File: config.mk
export PLATFORM = sky130hd
export DESIGN_NAME = middle_pop_queue_core
export DESIGN_NICKNAME = d
export VERILOG_FILES = /design/src/mpq_pkg.sv /design/src/middle_pop_queue_core.sv /design/src/mpq_ctrl.sv /design/src/mpq_datapath.sv
export SDC_FILE = /design/constraint.sdc
export NUM_CORES = 1
export LEC_CHECK = 0
export BUFFER_PORTS_ARGS = -buffer_cell sky130_fd_sc_hd__buf_2
export CAP_MARGIN = 20
export CORE_UTILIZATION = 40
export DETAILED_ROUTE_END_ITERATION = 10
export PLACE_DENSITY_LB_ADDON = 0.1
export SLEW_MARGIN = 40
export SYNTH_ARGS = -nofsm -noshare
export SYNTH_HDL_FRONTEND = slang
export SYNTH_SLANG_ARGS = --single-unit
File: constraint.sdc
create_clock -name clk -period 11.5 [get_ports clk]
set_clock_uncertainty 0.05 [all_clocks]
set_input_delay 2.3 -clock clk [delete_from_list [all_inputs] [get_ports clk]]
set_output_delay 2.3 -clock clk [all_outputs]
set_load 0.01 [all_outputs]
File: src/mpq_pkg.sv
// ----------------------------------------------------------------------------
// mpq_pkg
// Shared types and codes for the middle-pop queue: command and response
// items, command codes, status codes and controller/datapath links.
// ----------------------------------------------------------------------------
package mpq_pkg;

  // command codes
  localparam logic [1:0] CMD_PUSH   = 2'd0;
  localparam logic [1:0] CMD_POP    = 2'd1;
  localparam logic [1:0] CMD_CLEAR  = 2'd2;
  localparam logic [1:0] CMD_STATUS = 2'd3;

  // status codes
  localparam logic [1:0] ST_OK    = 2'd0;
  localparam logic [1:0] ST_EMPTY = 2'd1;
  localparam logic [1:0] ST_FULL  = 2'd2;

  localparam int OUT_WIDTH   = 32;
  localparam int COUNT_WIDTH = 5;

  // input item
  typedef struct packed {
    logic [1:0]                  command;
    logic signed [OUT_WIDTH-1:0] push_value;
  } cmd_item_t;

  // result item
  typedef struct packed {
    logic [1:0]                  status;
    logic signed [OUT_WIDTH-1:0] popped_value;
    logic                        middle_valid;
    logic signed [OUT_WIDTH-1:0] middle_value;
    logic [COUNT_WIDTH-1:0]      item_count;
  } rsp_item_t;

  // controller to datapath
  typedef struct packed {
    logic latch_in;
    logic do_push;
    logic full_err;
    logic do_pop_rd;
    logic empty_err;
    logic cap_pop;
    logic do_clear;
    logic fifo_rd;
    logic do_move;
    logic mid_rd;
    logic load_out;
  } ctrl_t;

  // datapath to controller
  typedef struct packed {
    logic [1:0] command;
    logic       full;
    logic       empty;
    logic       need_move;
    logic       out_free;
  } stat_t;

endpackage

File: src/middle_pop_queue_core.sv
// ----------------------------------------------------------------------------
// middle_pop_queue_core
// Bounded queue that takes items at the back and gives them out from the
// middle; a stack holds the lower half and a circular fifo the upper half.
// ----------------------------------------------------------------------------
//  channel   signals                          item
//  --------  -------------------------------  ---------------------------
//  command   cmd_valid / cmd_ready / cmd      command, push_value
//  response  rsp_valid / rsp_ready / rsp      status, popped value, middle,
//                                             item count
//
// The sequencer steps a command through single-port accesses of the stack
// and fifo (pop read, rebalance read and write, middle read): status, clear
// or a refused command only read the middle, a push may rebalance, and a pop
// reads the top and may rebalance. The next command can be accepted in the
// cycle after the result is loaded.
// A finished result sits in the output register; the next command is taken
// while it waits, but its result is held back until the register frees.
// Reset is synchronous and empties the queue at once.
module middle_pop_queue_core #(
  parameter int CAPACITY    = 16,
  parameter int VALUE_WIDTH = 32
) (
  input  logic               clk,
  input  logic               rst,
  input  logic               cmd_valid,
  output logic               cmd_ready,
  input  mpq_pkg::cmd_item_t cmd,
  output logic               rsp_valid,
  input  logic               rsp_ready,
  output mpq_pkg::rsp_item_t rsp
);

  mpq_pkg::ctrl_t ctrl;
  mpq_pkg::stat_t stat;

  // sequencer
  mpq_ctrl u_ctrl (
    .clk       (clk),
    .rst       (rst),
    .cmd_valid (cmd_valid),
    .cmd_ready (cmd_ready),
    .stat      (stat),
    .ctrl      (ctrl)
  );

  // storage and result register
  mpq_datapath #(
    .CAPACITY    (CAPACITY),
    .VALUE_WIDTH (VALUE_WIDTH)
  ) u_datapath (
    .clk       (clk),
    .rst       (rst),
    .cmd       (cmd),
    .rsp_ready (rsp_ready),
    .rsp_valid (rsp_valid),
    .rsp       (rsp),
    .ctrl      (ctrl),
    .stat      (stat)
  );

endmodule

File: src/mpq_ctrl.sv
// ----------------------------------------------------------------------------
// mpq_ctrl
// Sequencer for the middle-pop queue: steps one command through its memory
// accesses (update, optional rebalance move, middle read) and hands the
// result to the output register.
// ----------------------------------------------------------------------------
module mpq_ctrl (
  input  logic           clk,
  input  logic           rst,
  input  logic           cmd_valid,
  output logic           cmd_ready,
  input  mpq_pkg::stat_t stat,
  output mpq_pkg::ctrl_t ctrl
);

  localparam logic [2:0] S_IDLE  = 3'd0;
  localparam logic [2:0] S_EXEC  = 3'd1;
  localparam logic [2:0] S_POPRD = 3'd2;
  localparam logic [2:0] S_CHK   = 3'd3;
  localparam logic [2:0] S_MOVE  = 3'd4;
  localparam logic [2:0] S_RDMID = 3'd5;
  localparam logic [2:0] S_DONE  = 3'd6;

  logic [2:0] state;
  logic [2:0] state_next;

  // state register
  always_ff @(posedge clk) begin
    if (rst) begin
      state <= S_IDLE;
    end else begin
      state <= state_next;
    end
  end

  assign cmd_ready = (state == S_IDLE);

  // next state and commands
  always_comb begin
    state_next = state;
    ctrl       = '0;
    case (state)
      S_IDLE: begin
        if (cmd_valid) begin
          ctrl.latch_in = 1'b1;
          state_next    = S_EXEC;
        end
      end
      S_EXEC: begin
        case (stat.command)
          mpq_pkg::CMD_PUSH: begin
            if (stat.full) begin
              ctrl.full_err = 1'b1;
              state_next    = S_RDMID;
            end else begin
              ctrl.do_push = 1'b1;
              state_next   = S_CHK;
            end
          end
          mpq_pkg::CMD_POP: begin
            if (stat.empty) begin
              ctrl.empty_err = 1'b1;
              state_next     = S_RDMID;
            end else begin
              ctrl.do_pop_rd = 1'b1;
              state_next     = S_POPRD;
            end
          end
          mpq_pkg::CMD_CLEAR: begin
            ctrl.do_clear = 1'b1;
            state_next    = S_RDMID;
          end
          default: begin
            state_next = S_RDMID;
          end
        endcase
      end
      S_POPRD: begin
        ctrl.cap_pop = 1'b1;
        state_next   = S_CHK;
      end
      S_CHK: begin
        if (stat.need_move) begin
          ctrl.fifo_rd = 1'b1;
          state_next   = S_MOVE;
        end else begin
          state_next = S_RDMID;
        end
      end
      S_MOVE: begin
        ctrl.do_move = 1'b1;
        state_next   = S_RDMID;
      end
      S_RDMID: begin
        ctrl.mid_rd = 1'b1;
        state_next  = S_DONE;
      end
      S_DONE: begin
        if (stat.out_free) begin
          ctrl.load_out = 1'b1;
          state_next    = S_IDLE;
        end
      end
      default: begin
        state_next = S_IDLE;
      end
    endcase
  end

endmodule

File: src/mpq_datapath.sv
// ----------------------------------------------------------------------------
// mpq_datapath
// Storage and counters of the middle-pop queue: the lower-half stack, the
// upper-half circular fifo, their counts, the fifo head and the result
// register.
// ----------------------------------------------------------------------------
module mpq_datapath #(
  parameter int CAPACITY    = 16,
  parameter int VALUE_WIDTH = 32
) (
  input  logic                 clk,
  input  logic                 rst,
  input  mpq_pkg::cmd_item_t   cmd,
  input  logic                 rsp_ready,
  output logic                 rsp_valid,
  output mpq_pkg::rsp_item_t   rsp,
  input  mpq_pkg::ctrl_t       ctrl,
  output mpq_pkg::stat_t       stat
);

  localparam int HALF = (CAPACITY + 1) / 2;
  localparam int IW   = (HALF > 1) ? $clog2(HALF) : 1;
  localparam int CW   = $clog2(HALF + 1);
  localparam int TW   = $clog2(2 * HALF + 1);

  localparam int OUT_WIDTH_L = mpq_pkg::OUT_WIDTH;

  logic [VALUE_WIDTH-1:0] lower_stack [HALF];
  logic [VALUE_WIDTH-1:0] upper_fifo  [HALF];

  logic [CW-1:0]          lower_count;
  logic [CW-1:0]          upper_count;
  logic [IW-1:0]          upper_head;

  logic [1:0]             command;
  logic [VALUE_WIDTH-1:0] value;
  logic [1:0]             status;
  logic [OUT_WIDTH_L-1:0] popped;
  logic [VALUE_WIDTH-1:0] stack_rd;
  logic [VALUE_WIDTH-1:0] fifo_rd;

  logic [TW-1:0]          total;
  logic [IW:0]            tail_sum;
  logic [IW-1:0]          tail_idx;
  logic [IW-1:0]          head_inc;
  logic [IW-1:0]          lower_idx;
  logic [IW-1:0]          top_idx;
  logic [CW-1:0]          lower_dec;

  // sign-extend a stored value to the output width
  function automatic logic [OUT_WIDTH_L-1:0] to_out(input logic [VALUE_WIDTH-1:0] v);
    logic [63:0] ext;
    ext    = 64'(signed'(v));
    to_out = ext[OUT_WIDTH_L-1:0];
  endfunction

  // address arithmetic
  always_comb begin
    total     = TW'(lower_count) + TW'(upper_count);
    tail_sum  = (IW + 1)'(upper_head) + (IW + 1)'(upper_count);
    if (tail_sum >= (IW + 1)'(HALF)) begin
      tail_sum = tail_sum - (IW + 1)'(HALF);
    end
    tail_idx  = tail_sum[IW-1:0];
    head_inc  = (upper_head == IW'(HALF - 1)) ? '0 : upper_head + IW'(1);
    lower_idx = lower_count[IW-1:0];
    lower_dec = lower_count - CW'(1);
    top_idx   = lower_dec[IW-1:0];
  end

  // status to the controller
  always_comb begin
    stat.command   = command;
    stat.full      = (total >= TW'(CAPACITY)) || (upper_count >= CW'(HALF));
    stat.empty     = (lower_count == '0);
    stat.need_move = (upper_count > lower_count) && (lower_count < CW'(HALF));
    stat.out_free  = !rsp_valid || rsp_ready;
  end

  // fifo memory: write at the tail, read at the head
  always_ff @(posedge clk) begin
    if (ctrl.do_push) begin
      upper_fifo[tail_idx] <= value;
    end
    if (ctrl.fifo_rd) begin
      fifo_rd <= upper_fifo[upper_head];
    end
  end

  // stack memory: write on a move, read the top
  always_ff @(posedge clk) begin
    if (ctrl.do_move) begin
      lower_stack[lower_idx] <= fifo_rd;
    end
    if (ctrl.do_pop_rd || ctrl.mid_rd) begin
      stack_rd <= lower_stack[top_idx];
    end
  end

  // latched command and per-item result fields
  always_ff @(posedge clk) begin
    if (ctrl.latch_in) begin
      command <= cmd.command;
      value   <= VALUE_WIDTH'(cmd.push_value);
      status  <= mpq_pkg::ST_OK;
      popped  <= '0;
    end
    if (ctrl.full_err) begin
      status <= mpq_pkg::ST_FULL;
    end
    if (ctrl.empty_err) begin
      status <= mpq_pkg::ST_EMPTY;
    end
    if (ctrl.cap_pop) begin
      popped <= to_out(stack_rd);
    end
  end

  // counters and fifo head
  always_ff @(posedge clk) begin
    if (rst) begin
      lower_count <= '0;
      upper_count <= '0;
      upper_head  <= '0;
    end else if (ctrl.do_clear) begin
      lower_count <= '0;
      upper_count <= '0;
      upper_head  <= '0;
    end else if (ctrl.do_push) begin
      upper_count <= upper_count + CW'(1);
    end else if (ctrl.do_pop_rd) begin
      lower_count <= lower_dec;
    end else if (ctrl.do_move) begin
      lower_count <= lower_count + CW'(1);
      upper_count <= upper_count - CW'(1);
      upper_head  <= head_inc;
    end
  end

  // result register
  always_ff @(posedge clk) begin
    if (rst) begin
      rsp_valid <= 1'b0;
    end else if (ctrl.load_out) begin
      rsp_valid <= 1'b1;
    end else if (rsp_ready) begin
      rsp_valid <= 1'b0;
    end
  end

  always_ff @(posedge clk) begin
    if (ctrl.load_out) begin
      rsp.status       <= status;
      rsp.popped_value <= popped;
      rsp.middle_valid <= !stat.empty;
      rsp.middle_value <= stat.empty ? '0 : to_out(stack_rd);
      rsp.item_count   <= mpq_pkg::COUNT_WIDTH'(total);
    end
  end

endmodule

==> flow_metrics.py <==
metrics = {
    "layout": {
        "drive_gt1_share_pct": 32.4,
        "syn_to_final_growth_pct": 15.9,
        "fin_util_pct": 46.8,
        "nNetsFinal": 1424,
    },
    "clock_network": {
        "ctsHoldBuffers": 0,
        "cts.sinks": 731,
        "cts.path.max_buffers": 3,
        "htreeDepth": 3,
        "clkSlewWorstSetupHoldPaths_ns": 0.05,
        "cts-root-buf": "clkbuf_16",
        "cts_tree": "done",
        "insertion_delay_ns": 0.60,
        "numCtsBuffers": 78,
        "postCtsSetupBuffers": 0,
        "ctsResizeCount": 0,
    },
    "floorplanning": {
        "die_w_um": 262,
        "start_util_pct": 40.4,
        "core_area_mm2": 0.0670,
        "die_h_um": 262,
        "num_io_pins": 112,
        "die_area_mm2": 0.0687,
        "placementRows": 95,
    },
    "yosys": {
        "yosys_warnings": 0,
        "yosysSeqAreaShare_pct": 80.4,
        "synth.net_count": 1255,
        "avgSynthCellArea_um2": 22.6,
        "synth_cell_types": 46,
        "synth_seq_cells": 731,
        "netlist_area_mm2": 0.0271,
        "synth_edf_count": 714,
        "ys.flop_type": "edfxtp_1",
        "async_flop_share_pct": 0,
        "synthesis.instances": 1198,
    },
    "drt": {
        "drc": 0,
        "via_count": 11558,
        "wl_per_cell_um": 21.7,
        "vias_per_cell": 5.02,
        "drt-initial-drc-count": 759,
        "first_pass_iters": 4,
        "antenna_left": 0,
        "wirelength_um": 49900,
    },
    "worst_hold_path": {
        "hold_path.class": "register to register",
        "min_from": "u_datapath.popped[2]",
        "min_to": "u_datapath.rsp[40]",
        "hold_depth": 0,
    },
    "pwr": {
        "p_leak_uw": 0.0100,
        "p_total_uw": 6910,
        "vdd_drop_max_v": 0.000109,
        "power_density_mw_per_mm2": 220,
    },
    "timing": {
        "hold_viol_final": 0,
        "final_max_slew_viol_count": 0,
        "tightest_slew_ns": 0.807,
        "fin_crit_sh_pct": 35.0,
        "fin_tns_setup_ns": 0,
        "max_freq_ghz": 0.248,
        "min_period_ns": 4.03,
        "timing.slew.headroom_pct": 46.2,
        "rsz0062_at_grt": "false",
        "timing.final.setup_violations": 0,
    },
    "worst_setup_path": {
        "r2r_cells": 8,
        "worstPathRequired_ns": 9.15,
        "crit_path_end_kind": "output port",
        "r2r_slack_ns": 8.09,
        "r2r_start": "u_datapath.lower_count[2]",
        "timing.rr.end": "u_datapath.upper_fifo[3][4]",
        "crit_fanout": 15,
        "critical_path_class": "register to output port",
        "start_kind": "register",
        "critPathArrivalTime_ns": 1.68,
    },
    "global_routing": {
        "antenna_found_initial": 0,
        "grt_pass1_wl_um": 75400,
        "grtUsageTotal_pct": 14.9,
        "grt_pass1_vias": 12018,
        "grt-ovfl-total": 0,
        "grt_max_degree": 68,
    },
    "placed_design": {
        "io_buffers": 111,
        "hpwl_um": 26400,
        "gp_congestion": 0.737,
    },
    "job": {
        "max_cap_violations": 0,
    },
    "run_status": {
        "outcome": "complete, no violations",
    },
}
## state kept, by name, summed over array words and instances (netlist names)
name,cells
u_datapath.rsp,72
u_datapath.lower_stack,256
u_datapath.value,32
u_datapath.status,2
u_datapath.fifo_rd,32
u_datapath.upper_count,4
u_ctrl.state,3
u_datapath.stack_rd,32
u_datapath.command,2
u_datapath.lower_count,4
u_datapath.upper_head,3
u_datapath.upper_fifo,256
u_datapath.rsp_valid,1
u_datapath.popped,32
## worst max-delay path, cell delays in order, from the launching register on
cell     delay, ns
dfxtp_1       0.74
nor3_1        0.16
buf_2         0.18
## worst max path at each step
stage,start,to,slack (ns),cells past startpoint
6_report,u_ctrl.state[2],cmd_ready,7.47,2
5_1_grt,u_ctrl.state[2],cmd_ready,7.35,2
4_1_cts,u_ctrl.state[2],cmd_ready,7.41,2
3_5_place_dp,rsp_ready,u_datapath.rsp[12],7.45,5
3_3_place_gp,rsp_ready,u_datapath.rsp[11],7.47,5
2_1_floorplan,rsp_ready,u_datapath.rsp[0],5.44,3
## where the power goes
part           switching, uW  internal, uW
registers                170          3260
logic                    536           514
clock network            979          1450
total                   1690          5230
## cells in the mapped netlist (11+ instances only)
master | instances | area share (%)
mux2_2 | 64 | 2.7
ha_1 | 16 | 0.74
buf_2 | 15 | 0.28
dfxtp_1 | 17 | 1.3
a21oi_1 | 12 | 0.22
nor2_1 | 14 | 0.19
edfxtp_1 | 714 | 79
nand2_1 | 27 | 0.37
and2_1 | 65 | 1.5
inv_1 | 11 | 0.15
clkbuf_1 | 30 | 0.42
mux4_2 | 128 | 11
## area by class of cell
type                            count  area [um^2]
Fill cell                        5614        35700
Clock buffer                      103         2150
Clock inverter                     38          337
Tap cell                          873         1090
Sequential cell                   731        21800
Timing Repair Buffer              139          797
Inverter                           11         43.8
Multi-Input combinational cell    406         5160
Antenna cell                        2         5.00
## per-layer routing
| layer | part of all wire (%) | GRT usage (%) | up-vias | wire, um |
|---|---|---|---|---|
| met3 | 4.0 | 2.69 | 56 | 1980 |
| met4 | 1.6 | 4.66 | 0 | 805 |
| met5 | 0 | 0 | - | 0 |
| li1 | - | - | 5254 | - |
| met2 | 48 | 24.1 | 233 | 24200 |
| met1 | 46 | 20.6 | 6015 | 22900 |
## kinds of logic after synthesis
logic type	after synthesis	share of synthesized area, %
compound gates	33	0.772
xor+xnor	7	0.226
mux	195	13.4
buf+inv	61	0.915
simple gates	152	3.26
fa+ha+maj	19	0.961
flops	731	80.4
## cells in the final DEF (no fill, tap or decap), types with 4 or more instances in the layout
cell / instances
inv_1: 10
nor3_2: 6
buf_2: 111
nand2b_1: 6
nor2_1: 4
o21ai_0: 4
bufinv_16: 6
buf_4: 23
clkbuf_16: 83
clkinv_2: 9
nor2_2: 8
mux4_2: 128
and2_1: 65
nand2_1: 27
dfxtp_1: 14
ha_1: 15
nand3_1: 5
a21oi_1: 12
clkinv_1: 20
xnor2_1: 5
mux2_2: 64
clkbuf_1: 20
nor2b_1: 4
edfxtp_1: 714
## per-stage QoR
stage	worst slack (ns)	area (um^2)	std cells	hold WS (ns)
floorplan	5.44	27100	1198	0.350
CTS	7.41	31400	2301	0.365
detailed placement	7.45	28900	2160	0.355
finish	7.47	31400	2303	0.366
global route	7.35	31400	2301	0.372
global placement	7.47	28800	2158	0.353
(Power assumes the default switching activity.)
